File: config.mk
export PLATFORM = sky130hd
export DESIGN_NAME = rmq_front
export DESIGN_NICKNAME = d
export VERILOG_FILES = /design/src/hdl/rmq_pkg.sv /design/src/hdl/rmq_front.sv
export SDC_FILE = /design/constraint.sdc
export NUM_CORES = 1
export LEC_CHECK = 0
export ABC_CLOCK_PERIOD_IN_PS = 11000
export BUFFER_PORTS_ARGS = -buffer_cell sky130_fd_sc_hd__clkbuf_2
export CAP_MARGIN = 20
export CORE_ASPECT_RATIO = 1.4
export CORE_UTILIZATION = 50
export DETAILED_ROUTE_END_ITERATION = 8
export PLACE_DENSITY = 0.77
export REMOVE_ABC_BUFFERS = 1
export SLEW_MARGIN = 15
export SYNTH_ARGS = -nofsm -noshare
export SYNTH_HDL_FRONTEND = slang
export SYNTH_SLANG_ARGS = --single-unit
File: constraint.sdc
create_clock -name vclk -period 11
set_input_delay 1.1 -clock vclk [all_inputs]
set_output_delay 1.1 -clock vclk [all_outputs]
set_load 0.02 [all_outputs]
File: src/hdl/rmq_pkg.sv
// rmq_pkg: types, constants and the sat16 saturation helper for rotation_matrix_to_quaternion.
// No dependencies.
`default_nettype none
package rmq_pkg;
  localparam int unsigned FracBitsDef = 14;
  localparam int unsigned FracBitsMax = 30;
  localparam int unsigned ElemW = 16;
  // root argument holds ONE plus three elements at the widest fraction
  localparam int unsigned RW = FracBitsMax + 1;
  localparam int unsigned QDepth = 4;

  typedef enum logic [1:0] {
    AxisX = 2'd0,
    AxisY = 2'd1,
    AxisZ = 2'd2,
    AxisW = 2'd3
  } axis_e;

  typedef struct packed {
    logic signed [ElemW-1:0] m00;
    logic signed [ElemW-1:0] m01;
    logic signed [ElemW-1:0] m02;
    logic signed [ElemW-1:0] m10;
    logic signed [ElemW-1:0] m11;
    logic signed [ElemW-1:0] m12;
    logic signed [ElemW-1:0] m20;
    logic signed [ElemW-1:0] m21;
    logic signed [ElemW-1:0] m22;
  } mat_t;

  typedef struct packed {
    logic signed [ElemW-1:0] qx;
    logic signed [ElemW-1:0] qy;
    logic signed [ElemW-1:0] qz;
    logic signed [ElemW-1:0] qw;
    logic                    degenerate;
  } quat_t;

  // Classified item between front and back.
  typedef struct packed {
    logic                degen;
    axis_e               big;
    axis_e               o1;
    axis_e               o2;
    axis_e               o3;
    logic [RW-1:0]       r;
    logic signed [17:0]  d1;
    logic signed [17:0]  d2;
    logic signed [17:0]  d3;
  } cls_t;

  function automatic logic signed [ElemW-1:0] sat16(input logic signed [63:0] v);
    if (v > 64'sd32767) return 16'sh7fff;
    else if (v < -64'sd32768) return 16'sh8000;
    else return v[ElemW-1:0];
  endfunction
endpackage
`default_nettype wire

File: src/hdl/rmq_front.sv
// rmq_front: computes trace, picks the branch and axes, root argument and differences.
// Depends on rmq_pkg.
`default_nettype none
module rmq_front #(
  parameter int unsigned FracBits = rmq_pkg::FracBitsDef
) (
  input  var rmq_pkg::mat_t m_i,
  output rmq_pkg::cls_t   c_o
);
  import rmq_pkg::*;
  localparam logic signed [34:0] One = 35'sd1 <<< FracBits;
  logic signed [34:0] a00, a11, a22, tr, rr, dii, djj, dkk;
  logic [1:0] ai;
  always_comb begin
    a00 = 35'(m_i.m00);
    a11 = 35'(m_i.m11);
    a22 = 35'(m_i.m22);
    tr = a00 + a11 + a22;
    c_o = '0;
    if (tr > 0) begin
      rr = tr + One;
      c_o.big = AxisW; c_o.o1 = AxisX; c_o.o2 = AxisY; c_o.o3 = AxisZ;
      c_o.d1 = 18'(35'(m_i.m12) - 35'(m_i.m21));
      c_o.d2 = 18'(35'(m_i.m20) - 35'(m_i.m02));
      c_o.d3 = 18'(35'(m_i.m01) - 35'(m_i.m10));
      dii = '0; djj = '0; dkk = '0; ai = 2'd0;
    end else begin
      ai = 2'd0;
      if (a11 > a00) ai = 2'd1;
      if (a22 > ((ai == 2'd1) ? a11 : a00)) ai = 2'd2;
      case (ai)
        2'd1: begin dii = a11; djj = a22; dkk = a00; end
        2'd2: begin dii = a22; djj = a00; dkk = a11; end
        default: begin dii = a00; djj = a11; dkk = a22; end
      endcase
      rr = dii - (djj + dkk) + One;
      c_o.o1 = AxisW;
      case (ai)
        2'd1: begin
          c_o.big = AxisY; c_o.o2 = AxisZ; c_o.o3 = AxisX;
          c_o.d1 = 18'(35'(m_i.m20) - 35'(m_i.m02));
          c_o.d2 = 18'(35'(m_i.m12) + 35'(m_i.m21));
          c_o.d3 = 18'(35'(m_i.m10) + 35'(m_i.m01));
        end
        2'd2: begin
          c_o.big = AxisZ; c_o.o2 = AxisX; c_o.o3 = AxisY;
          c_o.d1 = 18'(35'(m_i.m01) - 35'(m_i.m10));
          c_o.d2 = 18'(35'(m_i.m20) + 35'(m_i.m02));
          c_o.d3 = 18'(35'(m_i.m21) + 35'(m_i.m12));
        end
        default: begin
          c_o.big = AxisX; c_o.o2 = AxisY; c_o.o3 = AxisZ;
          c_o.d1 = 18'(35'(m_i.m12) - 35'(m_i.m21));
          c_o.d2 = 18'(35'(m_i.m01) + 35'(m_i.m10));
          c_o.d3 = 18'(35'(m_i.m02) + 35'(m_i.m20));
        end
      endcase
      if (rr <= 0) c_o.degen = 1'b1;
    end
    c_o.r = (rr > 0) ? rr[RW-1:0] : '0;
  end
endmodule
`default_nettype wire

* After elaboration in Yosys (flattened, before gate mapping)
Cells that the tools add are included.
** Word-level totals
- Register bits after elaboration :: 0
- Bits in latches :: 0
- Bits in writable memories :: 0
- Bits in read-only memories :: 0
- Bits of input ports :: 144
- Output and inout bits :: 94
- Logic and storage cells :: 40
- Memories kept :: 0
** Cells by class
- Add/sub/neg operators :: 12
- Multiply operators :: 0
- Div/mod/pow operators :: 0
- Magnitude comparators :: 5
- Equality and inequality tests :: 3
- Shift operators :: 0
- Mux-type cells :: 20
- Bitwise operators :: 0
- Reduce and logical (&&, ||, !) cells :: 0
** Operators with widths (number)
- 35-bit one-hot mux with 2 select lines :: 3
- 35-bit 2-to-1 mux :: 5
- 54-bit one-hot mux with 2 select lines :: 1
- 16-bit by 16-bit adder with 17-bit output :: 4
- 54-bit 2-to-1 mux :: 1
- 16-bit by 16-bit subtractor with 17-bit output :: 3
- 35-bit by 16-bit adder with 35-bit output (second input constant) :: 1
- 35-bit adder :: 1
- 16-bit by 35-bit > comparator with 1-bit output :: 1
- 35-bit by 1-bit > comparator with 1-bit output (second input constant) :: 1
- 35-bit by 1-bit less-or-equal comparator with 1-bit output (second input constant) :: 1
- 35-bit subtractor :: 1
- 31-bit 2-to-1 mux :: 1
- 18-bit by 16-bit adder with 19-bit output (second input constant) :: 1
- 17-bit by 16-bit adder with 18-bit output :: 1
- 18-bit by 1-bit > comparator with 1-bit output (second input constant) :: 1
- 16-bit > comparator :: 1
- 8-bit 2-to-1 mux :: 1
- 4-bit one-hot mux with 2 select lines :: 1
- 2-bit 2-to-1 mux :: 3
- 2-bit by 1-bit equality test with 1-bit output (second input constant) :: 2
- 2-bit one-hot mux with 2 select lines :: 1
- 1-bit 2-to-1 mux :: 3
- 2-bit equality test (second input constant) :: 1

* Logic depth before layout (Yosys ltp)
- Word-level depth :: 18
- Mapped depth :: 45
- Gate-level depth less buffers :: 39

* Worst setup path before layout
OpenSTA, ideal clock, no wires.
- Path type :: input port to output port
- From :: in m_i[137] (netlist bit)
- To :: out c_o[93] (netlist bit)
- Arrival time :: 10020 ps
- Data required time :: 9900 ps
- Slack :: -120 ps
- Stages :: 42
- Path buffers :: 6
- Cells stage by stage :: inv_1 ha_1 and4_1 nand3_1 o21ai_0 a211oi_1 a211oi_1 clkbuf_1 buf_1 mux2i_1 ha_1 nor2b_1 o21a_1 o21ai_0 a21oi_1 a221o_1 a21o_1 clkbuf_1 [6 not listed] fa_1 a21oi_1 o21ai_0 a311oi_1 o311ai_0 a21oi_1 nor2b_1 nor2_1 o21bai_1 ha_1 clkbuf_1 or4_1 nand2_1 nor2_1 or4_1 a2111oi_0 nand4_1 o22ai_1
** RTL lines
- start: declaration :: line rmq_front.sv:7 : input var rmq_pkg::mat_t m_i,
- end: declaration :: line rmq_front.sv:8 : output rmq_pkg::cls_t c_o

==> reports/metrics.yaml <==
run_status:
  status: "finished with violations"
  violations: "DRC"
finish:
  diodes: 0
  seqCellArea_um2: 0
  fill_cells: 1966
  final_layout_size_suffix_gt1_frac: 0.209
  synthToLayoutAreaGrowth_pct: 18.4
  clkbuf_count: 0
  flops_and_latches: 0
  final_nets: 2114
  multi_input_area_um2: 10100
yosys:
  synth-adder-area-share: 0.285
  yosys.area_share.simple: 0.202
  synth_compound_area_frac: 0.280
  ys_warn_count: 0
  netlist_area_um2: 10700
  synthMuxAreaShare: 0.0694
  avgSynthCellArea_um2: 7.00
  synth_top_family_by_area: "adder cells"
  synth.top_cell.area_share: 0.211
  syn_inst: 1528
  yosys-top-cells-area: "ha_1 21%, fa_1 7.5%, a21oi_1 6.9%, mux2i_1 6.8%, xnor2_1 6.1%"
  synth_area_leader_cell: "ha_1"
  synth_cell_type_count: 78
  synthXorXnorAreaFrac: 0.0811
  ys_seq_area_frac: 0
flow_run:
  drv_cap: 0
drt:
  routed_wl_um: 34800
  vias: 12000
  drtAntennaViolNets: 0
  drtIter0Drc: 743
  drt_pass1_iterations: 9
  drc: 13
  avgRoutedWirePerCell_um: 17.4
  viasPerCell: 6.00
global_routing:
  first_global_vias: 11500
  overflow: 0
  grt_max_degree: 63
  antenna_found_initial: 0
  grt_first_pass_wirelength_um: 54100
  grt_use_total: 0.300
power_and_ir_drop:
  ir_drop_v: 0.000200
  total_power_mw: 3.02
  powerDensity_nw_per_um2: 238
  p_leak_nw: 6.29
critical_path:
  cpMaxStageDelayCell: "or4_4"
  arrival_ps: 9640
  cp-end-kind: "output pin"
  crit_required_ps: 9900
  crit_type: "in -> out"
  crit_fanout: 15
  cpMostUsedCell: "ha_1"
  cpPeakStageDelay_ps: 570
  start_kind: "input port"
die:
  die_w_um: 126
  io_pins: 238
  fp-row-count: 62
  die_area_um2: 22000
  die-height_um: 175
  coreArea_um2: 20700
  start_util: 0.516
timing:
  relSlewSlack: 0.326
  tightestPinTransition_ps: 1000
  slew_violations: 0
  worst_slack_ps: 257
  hold_viol: 0
  setup_viol: 0
  min_period_ps: 10740
  fin_crit_sh: 0.977
  clock.fmax_mhz: 93.1
placement:
  post-dp-hpwl_um: 28900
  port-buffer-count: 238
  gp_congestion: 0.978
  dp_slack_ps: -623
clock_network:
  cts_hold_buf: 0
min_path:
  worstHoldPathType: "in -> out"
timing repair:
item | in CTS | in global routing
endpoints found under the setup margin | 12 | 15
resized for setup | 9 | 44
gates cloned | 0 | 3
setup buffers | 0 | 4
pin swaps | 1 | 10
routing by layer:
| layer | vias to the layer above | global-route usage | part of all wire |
|---|---|---|---|
| li1 | 5909 | - | - |
| met3 | 114 | 0.0156 | 0.051 |
| met4 | 0 | 0.157 | 0.056 |
| met5 | - | 0 | 0 |
| met2 | 484 | 0.581 | 0.52 |
| met1 | 5516 | 0.325 | 0.37 |
worst max-delay path: cells and delay by family:
family,cells,cell delay [ps]
buf+inv,6,870
compound gates,13,2530
simple gates,12,2880
mux,1,130
fa+ha+maj,6,2110
stage by stage:
stage	cell area (µm²)	TNS (ps)	hold slack (ps)	instances	utilization
after CTS	12400	0	2710	1997	0.599
final	12700	0	2710	2004	0.611
after global placement	12400	-646	2710	1997	0.597
after detailed placement	12400	-1790	2710	1997	0.597
after global routing	12700	-23.0	2740	2004	0.611
after floorplan	10300	-584080	2480	1437	-
kinds of logic (layout without fill, tap and decap cells):
| logic type | after synthesis | count (layout) |
|---|---|---|
| multiplexers | 74 | 74 |
| XOR/XNOR | 99 | 99 |
| AO/OA/AOI/OAI | 465 | 467 |
| AND/OR/NAND/NOR | 456 | 456 |
| adder cells (fa/ha/maj) | 220 | 220 |
| buffers and inverters | 214 | 432 |
report_power, final:
group | total (mW) | leakage, nW | switching, mW | internal [mW]
clock | 0 | 0 | 0 | 0
sequential | 0 | 0 | 0 | 0
combinational | 3.02 | 6.29 | 1.83 | 1.19
total | 3.02 | 6.29 | 1.83 | 1.19
layout by cell type, fill, tap and decap left out, types with 39 or more instances in the layout:
master    instances
nor2_1          170
fa_1             39
mux2i_1          69
clkbuf_2        237
a21oi_1         140
nand2_1          81
inv_1           121
o21ai_0          87
ha_1            179
buf_4            65
nand3_1          39
xnor2_1          74
layout make-up:
cell class,count,area share
Timing Repair Buffer,309,0.144
Tap cell,256,0.0253
Multi-Input combinational cell,1316,0.795
Inverter,123,0.0365
synth_stat cells, types with 4 or more instances:
library cell	instances
o221ai_1	4
o31a_1	4
xor2_1	25
nor2b_1	33
fa_1	40
a31oi_1	10
nand4_1	10
o2111a_1	8
buf_1	8
clkbuf_1	61
a221o_1	4
nand2_1	82
nand3_1	40
a2111oi_0	5
or4_1	4
a21o_1	22
nor2_1	172
nand2b_1	23
o31ai_1	15
a211oi_1	19
buf_2	10
o22ai_1	20
o2111ai_1	4
o21ai_1	9
nor3_1	35
o211ai_1	15
mux2i_1	73
nor4_1	9
or3_1	16
o21bai_1	14
and2_1	7
o21a_1	18
o41ai_1	6
xnor2_1	74
ha_1	180
o21ai_0	93
a21oi_1	147
a221oi_1	7
a311oi_1	5
nor3b_1	6
buf_4	9
and3_1	6
a31o_2	4
inv_1	121
final timing paths:
kind / start / endpoint / slack, ps / cells past startpoint
worst max-delay path: m_i[143] / c_o[93] / 260 / 38
worst min-delay path: m_i[96] / c_o[18] / 2710 / 4
(Power assumes the default switching activity.)
