$ cat src/hdl/rmq_pkg.sv
// rmq_pkg: types, constants and the sat16 saturation helper for rotation_matrix_to_quaternion.
// No dependencies.
`default_nettype none
package rmq_pkg;
  localparam int unsigned FracBitsDef = 14;
  localparam int unsigned FracBitsMax = 30;
  localparam int unsigned ElemW = 16;
  // root argument holds ONE plus three elements at the widest fraction
  localparam int unsigned RW = FracBitsMax + 1;
  localparam int unsigned QDepth = 4;

  typedef enum logic [1:0] {
    AxisX = 2'd0,
    AxisY = 2'd1,
    AxisZ = 2'd2,
    AxisW = 2'd3
  } axis_e;

  typedef struct packed {
    logic signed [ElemW-1:0] m00;
    logic signed [ElemW-1:0] m01;
    logic signed [ElemW-1:0] m02;
    logic signed [ElemW-1:0] m10;
    logic signed [ElemW-1:0] m11;
    logic signed [ElemW-1:0] m12;
    logic signed [ElemW-1:0] m20;
    logic signed [ElemW-1:0] m21;
    logic signed [ElemW-1:0] m22;
  } mat_t;

  typedef struct packed {
    logic signed [ElemW-1:0] qx;
    logic signed [ElemW-1:0] qy;
    logic signed [ElemW-1:0] qz;
    logic signed [ElemW-1:0] qw;
    logic                    degenerate;
  } quat_t;

  // Classified item between front and back.
  typedef struct packed {
    logic                degen;
    axis_e               big;
    axis_e               o1;
    axis_e               o2;
    axis_e               o3;
    logic [RW-1:0]       r;
    logic signed [17:0]  d1;
    logic signed [17:0]  d2;
    logic signed [17:0]  d3;
  } cls_t;

  function automatic logic signed [ElemW-1:0] sat16(input logic signed [63:0] v);
    if (v > 64'sd32767) return 16'sh7fff;
    else if (v < -64'sd32768) return 16'sh8000;
    else return v[ElemW-1:0];
  endfunction
endpackage
`default_nettype wire

$ cat src/hdl/rmq_fifo.sv
// rmq_fifo: short queue of classified items between front and back.
// Depends on rmq_pkg.
`default_nettype none
module rmq_fifo (
  input  var logic          clk_i,
  input  var logic          rst_ni,
  input  var logic          push_i,
  input  var rmq_pkg::cls_t d_i,
  output logic              full_o,
  output logic              pop_o,
  output rmq_pkg::cls_t     d_o
);
  import rmq_pkg::*;
  localparam int unsigned AW = $clog2(QDepth);
  cls_t mem_q [QDepth];
  logic [AW-1:0] wp_q, rp_q;
  logic [AW:0] cnt_q;
  // back never stalls: pop whenever not empty
  assign pop_o = cnt_q != 0;
  assign full_o = cnt_q == (AW+1)'(QDepth);
  assign d_o = mem_q[rp_q];
  always_ff @(posedge clk_i or negedge rst_ni) begin
    if (!rst_ni) begin
      wp_q <= '0; rp_q <= '0; cnt_q <= '0;
    end else begin
      if (push_i) wp_q <= wp_q + 1'b1;
      if (pop_o) rp_q <= rp_q + 1'b1;
      cnt_q <= cnt_q + (AW+1)'(push_i) - (AW+1)'(pop_o);
    end
  end
  always_ff @(posedge clk_i) begin
    if (push_i) mem_q[wp_q] <= d_i;
  end
endmodule
`default_nettype wire

$ cat config.mk
export PLATFORM = sky130hd
export DESIGN_NAME = rmq_fifo
export DESIGN_NICKNAME = d
export VERILOG_FILES = /design/src/hdl/rmq_pkg.sv /design/src/hdl/rmq_fifo.sv
export SDC_FILE = /design/constraint.sdc
export NUM_CORES = 1
export LEC_CHECK = 0
export BUFFER_PORTS_ARGS = -buffer_cell sky130_fd_sc_hd__buf_2
export CORE_ASPECT_RATIO = 2
export CORE_MARGIN = 2
export CORE_UTILIZATION = 60
export CTS_BUF_LIST = sky130_fd_sc_hd__clkbuf_16
export DETAILED_ROUTE_END_ITERATION = 10
export GPL_ROUTABILITY_DRIVEN = 0
export GPL_TIMING_DRIVEN = 0
export PLACE_DENSITY = 0.83
export SYNTH_ARGS = -nofsm -noshare
export SYNTH_HDL_FRONTEND = slang
export SYNTH_SLANG_ARGS = --single-unit
$ cat constraint.sdc
create_clock -name clk_i -period 10 [get_ports clk_i]
set_clock_uncertainty 0.15 [all_clocks]
set_input_delay 0.5 -clock clk_i [delete_from_list [all_inputs] [get_ports clk_i]]
set_output_delay 0.5 -clock clk_i [all_outputs]
set_load 0.02 [all_outputs]
* Word-level counts from Yosys, hierarchy flattened
Memory sizes are Yosys's and may differ from the RTL's.
Cells that the tools add are included.
** Operators by class
- Eq/ne operators :: 1
- Mux-type cells :: 2
- Reduce and logical (&&, ||, !) cells :: 1
- Add/sub/neg operators :: 4
** Operators with widths (number)
- $add 2x1->2 const B :: 2
- $add 3x1->3 :: 1
- $eq 3x3->1 const B :: 1
- $reduce_bool 3->1 :: 1
- $sub 3x1->3 :: 1
- $mux 1 :: 2
** Storage, ports and cells
- Output and inout port bits :: 96
- RAM bits :: 376
- Memories :: 1
- Logic and storage cells :: 12
- Input bits :: 97
- Bits in registers :: 7
** Memories
- mem_q :: words 4, bits a word 94, rd ports 1, clocked after memory_dff 0, wr ports 1, RTL line rmq_fifo.sv:15 : cls_t mem_q [QDepth];

* Longest topological paths before layout
Gate-level depths: netlist (run 1).
- Depth after elaboration :: 2
- Mapped depth :: 7
- Depth with buffers taken out :: 7

* Least setup slack after synthesis (run 1)
OpenSTA, ideal clock, no wires.
- Kind :: register to register
- Start point :: register wp_q[0]
- End point :: memory mem_q[0][0] (netlist name) (enable)
- Slack :: 6589 ps
- Period minus slack after synthesis :: 3411 ps
- Data required time :: 9387 ps
- Cell stages (with the launch flop) :: 4
- Path buffers :: 0
- Arrival time :: 2798 ps
- Library setup time :: 463 ps
- Path through :: dfrtp_1 -> inv_1 -> ha_1 -> and2_1
** RTL lines
- from (decl) :: RTL line rmq_fifo.sv:16 : logic [AW-1:0] wp_q, rp_q;
- from (signal assigned) :: RTL line rmq_fifo.sv:26 : if (push_i) wp_q <= wp_q + 1'b1;
- to (decl) :: RTL line rmq_fifo.sv:15
Straight into the memory's write port.

==> results of run 1 <==
per-stage QoR:
step	instance area, um2	power [mW]	hold slack, ns	util	setup slack (ns)
6_report	17010	5.067	0.01771	0.7356	7.121
3_5_place_dp	15420	3.907	0.1931	0.6666	7.618
3_3_place_gp	15310	3.861	0.1818	0.6619	5.092
4_1_cts	17010	5.116	0.00003325	0.7354	7.088
5_1_grt	17010	5.266	0.001312	0.7355	7.036
2_1_floorplan	13990	3.371	0.05441	-	6.589
timing repair:
item                      4_1_cts  5_1_grt
setup buffers                   0        0
hold endpoints to repair      218        0
hold buffers                   59        0
path summary, 6_finish.rpt:
check,from,to,slack [ns],cells past startpoint
max in group asynchronous,rst_ni,cnt_q[2],9.37,2
worst min-delay path,d_i[32],mem_q[1][32],0.02,1
worst max register to register,cnt_q[1],cnt_q[2],7.59,7
worst min register to register,wp_q[0],wp_q[0],0.38,1
min in group asynchronous,rst_ni,rp_q[1],0.16,2
worst max-delay path,rp_q[1],d_o[42],7.12,5
final cells by class:
type	count	area, um2	share of cell area
clock inverters	24	224.0	0.01316
flip-flops and latches	383	11470	0.6739
diodes	2	5.005	0.0002942
well taps	283	354.1	0.02081
multi-input cells	115	2320	0.1363
repair buffers	256	1652	0.09707
plain buffers	22	195.2	0.01147
clock buffers	31	775.7	0.04559
inverters	6	22.52	0.001324
sequential cells by signal (all words and copies together) (netlist names):
signal  flops
wp_q        2
rp_q        2
cnt_q       3
mem_q     376
cells in the mapped netlist (all sizes together):
cell type	n
edfxtp	376
mux4	94
buf	19
dfrtp	7
ha	6
inv	6
and2	4
clkbuf	3
xnor2	3
xor2	2
and3	1
fa	1
nand2	1
o21ai	1
o31ai	1
or3	1
power groups by stage:
stage	clock, mW	combinational, mW	sequential (mW)
after detailed placement	0	1.70	2.21
after global placement	0	1.63	2.23
after floorplan	0	1.17	2.20
after CTS	1.21	1.73	2.18
after global routing	1.27	1.81	2.19
final	1.19	1.70	2.17
critical path: cells and delay by family (launching register included):
family | cells | cell delay (ns)
buf+inv | 4 | 0.96
mux | 1 | 0.40
flops | 1 | 0.32
logic make-up after synthesis:
| family | synth area share |
|---|---|
| buffers and inverters | 0.01556 |
| muxes | 0.1513 |
| and+or+nand+nor | 0.002951 |
| xor gates and xnor gates | 0.003130 |
| adders and majority gates | 0.006795 |
| DFF | 0.8194 |
| AOI/OAI and AO/OA | 0.0008940 |
per-layer routing:
layer	vias up	track usage	wire length (um)
met5	-	0	0
met4	0	0.07764	780
met3	52	0.03273	1195
met2	210	0.4277	15950
met1	3390	0.2451	9166
li1	2840	-	-
==> impl_metrics.tcl, run 1 <==
set metrics [dict create \
    drive_above_1_share 0.4289 \
    path_cells "buf_2 > buf_2 > buf_2 > mux4_2 > buf_2" \
    slew_viol_final 0 \
    ios 193 \
    syn_area_um2 13990 \
    antenna_found_initial 2 \
    core_area_um2 23130 \
    nets 918 \
    die_w_um 112.0 \
    path_max_fanout 10 \
    fmax_ghz 0.3473 \
    required_ns 9.35 \
    drc 0 \
    start_kind "flop" \
    cp.arrival_ns 2.23 \
    synth_top_area_frac 0.8069 \
    pwr-share-seq 0.429 \
    firstDrtPassIters 4 \
    fin_cells 1122 \
    critPathMaxStageDelay_ns 0.40 \
    cts_max_path_buffers 3 \
    antenna_left 0 \
    p_switching_mw 1.592 \
    tns_ns 0 \
    cts_tree "yes" \
    yosysSeqAreaShare 0.8194 \
    p_leak_nw 5.902 \
    clock_latency_ns 0.55 \
    syn_nets 630 \
    setup_viol 0 \
    wl_per_cell_um 24.14 \
    yosys_warnings 0 \
    drv_cap 0 \
    cts_root_buffer "clkbuf_16" \
    final_cell_mix "edfxtp_1 (376), buf_2 (200), mux4_2 (94)" \
    viasPerCell 5.786 \
    htree_levels 1 \
    start_util 0.6050 \
    grt-ovfl-total 0 \
    rsz0062_at_grt "false" \
    dp.cells 1006 \
    slew-limit-headroom 0.3622 \
    totalWireLength_um 27090 \
    clk_pin_slew_ns 0.07 \
    power_switching_share 0.3142 \
    grt_max_degree 62 \
    grt_pass1_wl_um 40720 \
    final_common_cell "edfxtp_1" \
    yosys.area.top_type "edfxtp_1" \
    cts.sinks 383 \
    power_frac_comb 0.336 \
    hpwl_um 16610 \
    dieHeight_um 220.0 \
    min_period_ns 2.879 \
    vias 6492 \
    synth-seq-cells 383 \
    grt_usage 0.2208 \
    die_area_um2 24630 \
    port_buffers 192 \
    timing.critical_path.mode_cell "buf_2" \
    path_class "flop to output pin" \
    clock_power_share 0.235 \
    synth.area.top_cells "edfxtp_1 (81%), mux4_2 (15%), dfrtp_1 (1.3%)" \
    netlist_instances 526 \
    hold_path_class "input pin to flop" \
    fill_cells 1287 \
    tightestPinTransition_ns 0.9567 \
    numCtsBuffers 30 \
    outcome "complete, no violations" \
    final-hold-violation-count 0 \
    avgSynthCellArea_um2 26.60 \
    syn_to_final_growth_pct 21.58 \
    post-route-period-util 0.2879 \
    grt_pass1_vias 7226 \
    first_iter_violations 409 \
    ys_types 20 \
    p_int_mw 3.475 \
    irDropWorstVdd_mv 0.2517 \
    end_kind "output pin" \
    cp_slowest_cell "mux4_2" \
    rows 79 \
    ctsResizeCount 0 \
    pwr_density_cell_nw_per_um2 297.8 \
]
No activity file was read; power rests on OpenSTA's default activity.
==> run 2: changes to the inputs <==
- CORE_UTILIZATION: 60 -> 51
- PLACE_DENSITY: 0.83 -> 0.75
- clock period: 10 -> 2.4 ns (I/O delays scaled with it)
==> impl_metrics.tcl, run 2 (synthesized netlist as in run 1, its figures left out) <==
set metrics [dict create \
    slew_viol_final 0 \
    vias 6693 \
    dieHeight_um 238.3 \
    p_switching_mw 6.732 \
    regMostFlops "mem_q" \
    grt_usage 0.1914 \
    start_util 0.5201 \
    die_w_um 121.1 \
    largest_reg_flops 376 \
    firstDrtPassIters 6 \
    ios 193 \
    pwr-share-seq 0.423 \
    power_frac_comb 0.341 \
    hold_path_class "input pin to flop" \
    grt_pass1_wl_um 41330 \
    numCtsBuffers 34 \
    end_kind "flop" \
    p_leak_nw 6.157 \
    pwr_density_cell_nw_per_um2 1215 \
    nets 962 \
    cp.arrival_ns 2.58 \
    syn_to_final_growth_pct 25.63 \
    min_period_ns 2.319 \
    final-hold-violation-count 0 \
    first_iter_violations 416 \
    die_area_um2 28860 \
    viasPerCell 5.437 \
    fmax_ghz 0.4312 \
    outcome "complete, no violations" \
    p_int_mw 14.63 \
    highest_layer "met4" \
    drv_cap 0 \
    port_buffers 192 \
    wl_met3_um 1051 \
    wl_met2_um 15430 \
    wl_met1_um 9608 \
    hpwl_um 16800 \
    cts.sinks 383 \
    cts_root_buffer "clkbuf_16" \
    post-route-period-util 0.9662 \
    grt_pass1_vias 7584 \
    tightestPinTransition_ns 0.8275 \
    start_kind "flop" \
    totalWireLength_um 27170 \
    slew-limit-headroom 0.4483 \
    wl_per_cell_um 22.07 \
    cts_max_path_buffers 3 \
    cts_tree "yes" \
    drc 0 \
    rows 85 \
    placedInstanceArea_um2 15510 \
    final_cell_mix "edfxtp_1 (376), buf_2 (194), dlygate4sd3_1 (97)" \
    power_switching_share 0.3152 \
    htree_levels 2 \
    irDropWorstVdd_mv 1.387 \
    grt_max_degree 55 \
    reg2reg_slack_ns 0.08 \
    hold_ws_ns 0.2088 \
    path_class "flop to flop" \
    clk_pin_slew_ns 0.07 \
    core_area_um2 26910 \
    grt-ovfl-total 0 \
    final_area_um2 17580 \
    clock_power_share 0.235 \
    required_ns 2.66 \
    final_common_cell "edfxtp_1" \
    antenna_found_initial 1 \
    path_max_fanout 3 \
    clock_latency_ns 0.50 \
    setup_viol 0 \
    antenna_left 0 \
    top_regs "mem_q (376), cnt_q (3)" \
    drive_above_1_share 0.4172 \
]
run 2: cell count changes in the layout (fill, tap and decap cells not counted), moves of 5 or more:
cell | before | now
dlygate4sd3_1 | 59 | 97
buf_12 | 9 | 4
clkbuf_16 | 31 | 37
buf_2 | 200 | 194
buf_4 | 5 | 13
inv_1 | 9 | 14
run 2: worst paths after layout:
check	start	depth (start not counted)	to
worst min register to register	wp_q[0]	1	wp_q[0]
max in group asynchronous	rst_ni	3	cnt_q[0]
worst max register to register	cnt_q[1]	7	cnt_q[2]
worst min-delay path	d_i[16]	2	mem_q[2][16]
worst max-delay path	cnt_q[1]	7	cnt_q[2]
min in group asynchronous	rst_ni	3	rp_q[1]
run 2: per-stage QoR:
stage | std cells | utilization | worst slack, ns | power [mW] | setup TNS, ns
detailed placement | 1070 | 0.5764 | 0.07520 | 16.34 | 0
floorplan | 526 | - | 0.02677 | 13.98 | 0
finish | 1231 | 0.6533 | 0.08102 | 21.36 | 0
global placement | 1066 | 0.5721 | -0.7307 | 16.05 | -257.87
global route | 1231 | 0.6533 | -0.03282 | 22.26 | -0.03282
CTS | 1227 | 0.6517 | 0.01380 | 21.52 | 0
run 2: cell type report:
| type | count | area [um2] |
|---|---|---|
| flip-flops and latches | 383 | 11470 |
| fillers | 1724 | 9328 |
| multi-input cells | 115 | 2335 |
| repair buffers | 296 | 2064 |
| clock buffers | 37 | 925.9 |
| well taps | 348 | 435.4 |
| plain buffers | 22 | 217.7 |
| clock inverters | 23 | 110.1 |
| inverters | 6 | 22.52 |
| diodes | 1 | 2.502 |
run 2: worst max-delay path, stage by stage, from the launching register on:
cell and delay (ns):
dfrtp_1 0.40, or3_4 0.41, ha_1 0.29, inv_1 0.04
ha_1 0.19, fa_2 0.39, xnor2_2 0.19, xnor2_1 0.15
run 2: power by group through the flow:
stage               registers (mW)  logic [mW]  clock network [mW]
floorplan                     9.09        4.88                   0
global placement              9.17        6.88                   0
detailed placement            9.19        7.15                   0
CTS                           9.05        7.34                5.14
global route                  9.13        7.76                5.37
finish                        9.04        7.29                5.02
run 2: repair_timing:
action                     in CTS  in global routing
hold buffers                   97                  0
hold endpoints to repair      386                  0
setup endpoints to repair      79                  5
resized for setup               9                  4
buffers inserted                0                  3
gates cloned                    0                  0
run 2: per-layer routing:
metal / vias up / GRT usage
met2: 209 / 0.3604
met4: 0 / 0.08325
li1: 2923 / -
met1: 3490 / 0.2115
met5: - / 0
met3: 71 / 0.02653
==> run 3: changes to the inputs <==
- REMOVE_ABC_BUFFERS: default -> 1
- SETUP_SLACK_MARGIN: default -> 0.05
==> impl_metrics.tcl, run 3 (synthesized netlist as in run 1, its figures left out) <==
set metrics [dict create \
    cts.sinks 383 \
    irDropWorstVdd_mv 0.9896 \
    slew_viol_final 0 \
    path_class "flop to output pin" \
    path_cells "buf_16 > clkbuf_16 > mux4_2 > buf_6" \
    rsz0062_at_grt "true" \
    failed_checks "negative setup slack" \
    numCtsBuffers 31 \
    path_delay_family "buffers and inverters" \
    end_kind "output pin" \
    tightestPinTransition_ns 0.6307 \
    dieHeight_um 238.3 \
    cts_max_path_buffers 3 \
    post-route-period-util 1.009 \
    antenna_left 0 \
    tns_ns -0.03369 \
    setup_viol 4 \
    ios 193 \
    cts_root_buffer "clkbuf_16" \
    viasPerCell 5.470 \
    p_leak_nw 6.404 \
    critPathMaxStageDelay_ns 0.53 \
    cp_num_buf_inv 3 \
    grt_pass1_vias 7639 \
    final-hold-violation-count 0 \
    firstDrtPassIters 6 \
    fmax_ghz 0.4129 \
    hold_path_class "input pin to flop" \
    drive_above_1_share 0.4253 \
    die_area_um2 28860 \
    utilization 0.6807 \
    pwr_density_cell_nw_per_um2 1275 \
    core_area_um2 26910 \
    port_buffers 192 \
    hpwl_um 15580 \
    post-place-ws_ns -0.1593 \
    nets 963 \
    grt_pass1_wl_um 43670 \
    wl_per_cell_um 24.50 \
    syn_to_final_growth_pct 30.88 \
    hold_ws_ns 0.1467 \
    setup_slack_ns -0.02171 \
    final_cell_mix "edfxtp_1 (376), buf_2 (126), dlygate4sd3_1 (97)" \
    slew-limit-headroom 0.5795 \
    required_ns 2.13 \
    drc 0 \
    grt_max_degree 62 \
    total_power_mw 23.35 \
    reg2reg_slack_ns 0.13 \
    totalWireLength_um 30210 \
    regMostFlops "mem_q" \
    drv_cap 0 \
    cp.arrival_ns 2.15 \
    final_common_cell "edfxtp_1" \
    min_period_ns 2.422 \
    first_iter_violations 508 \
    rows 85 \
    grt-ovfl-total 0 \
    die_w_um 121.1 \
    clock_latency_ns 0.58 \
    clk_pin_slew_ns 0.07 \
    grt_usage 0.2047 \
    cts_tree "yes" \
    outcome "finished with violations" \
    path_max_fanout 8 \
    start_util 0.5201 \
    antenna_found_initial 0 \
    cp_slowest_cell "mux4_2" \
    largest_reg_flops 376 \
    htree_levels 1 \
    vias 6745 \
    top_regs "mem_q (376), cnt_q (3)" \
    start_kind "flop" \
]
## run 3: changes by cell type in the layout (fill, tap and decap cells not counted), moves of 4 or more
cell	delta
bufinv_16	+4
inv_1	-5
inv_6	+4
buf_4	-6
buf_16	+7
buf_6	+64
buf_2	-68
## run 3: final timing paths
path,startpoint,endpoint,cells past startpoint
setup / recovery,rp_q[0],d_o[93],4
hold / removal,d_i[70],mem_q[2][70],2
setup reg to reg,cnt_q[1],cnt_q[2],7
hold reg to reg,wp_q[0],wp_q[0],1
max in group asynchronous,rst_ni,rp_q[0],3
min in group asynchronous,rst_ni,rp_q[1],3
## run 3: metrics by stage
stage	instances	instance area [um2]
6_report	1233	18320
5_1_grt	1232	18310
4_1_cts	1226	17920
3_5_place_dp	1051	15400
3_3_place_gp	1044	15190
2_1_floorplan	504	13800
## run 3: per-layer routing
metal | GRT usage | wire (um) | vias to the layer above
met2 | 0.3822 | 17350 | 222
met5 | 0 | 0 | -
met1 | 0.2301 | 10380 | 3531
li1 | - | - | 2933
met4 | 0.09021 | 1093 | 0
met3 | 0.02677 | 1380 | 59
## run 3: layout make-up
| type | instances | area [um2] |
|---|---|---|
| multi-input cells | 115 | 2335 |
| clock inverters | 27 | 249.0 |
| inverters | 6 | 22.52 |
| clock buffers | 31 | 775.7 |
| flip-flops and latches | 383 | 11470 |
| fillers | 1636 | 8592 |
| well taps | 348 | 435.4 |
| repair buffers | 322 | 3020 |
| diodes | 1 | 2.502 |
## run 3: timing repair
action / 4_1_cts / 5_1_grt
pin swaps: 0 / 2
buffers inserted: 16 / 2
hold buffers: 97 / 0
gates cloned: 4 / 7
endpoints found under the setup margin: 94 / 94
resized for setup: 58 / 92
hold endpoints to repair: 387 / 0
## run 3: worst register-to-register path, stage by stage, from the launching register on
cell and delay, ns:
dfrtp_1 0.42, or3_4 0.43, ha_1 0.29, inv_1 0.04
ha_1 0.20, fa_2 0.36, xnor2_2 0.15, xnor2_1 0.12
## run 3: report_power, final
| part | leakage (nW) | internal (mW) | switching [mW] |
|---|---|---|---|
| registers | 3.53 | 8.76 | 0.355 |
| clock network | 0.515 | 2.81 | 2.28 |
| logic | 2.36 | 4.48 | 4.67 |
| total | 6.40 | 16.1 | 7.30 |
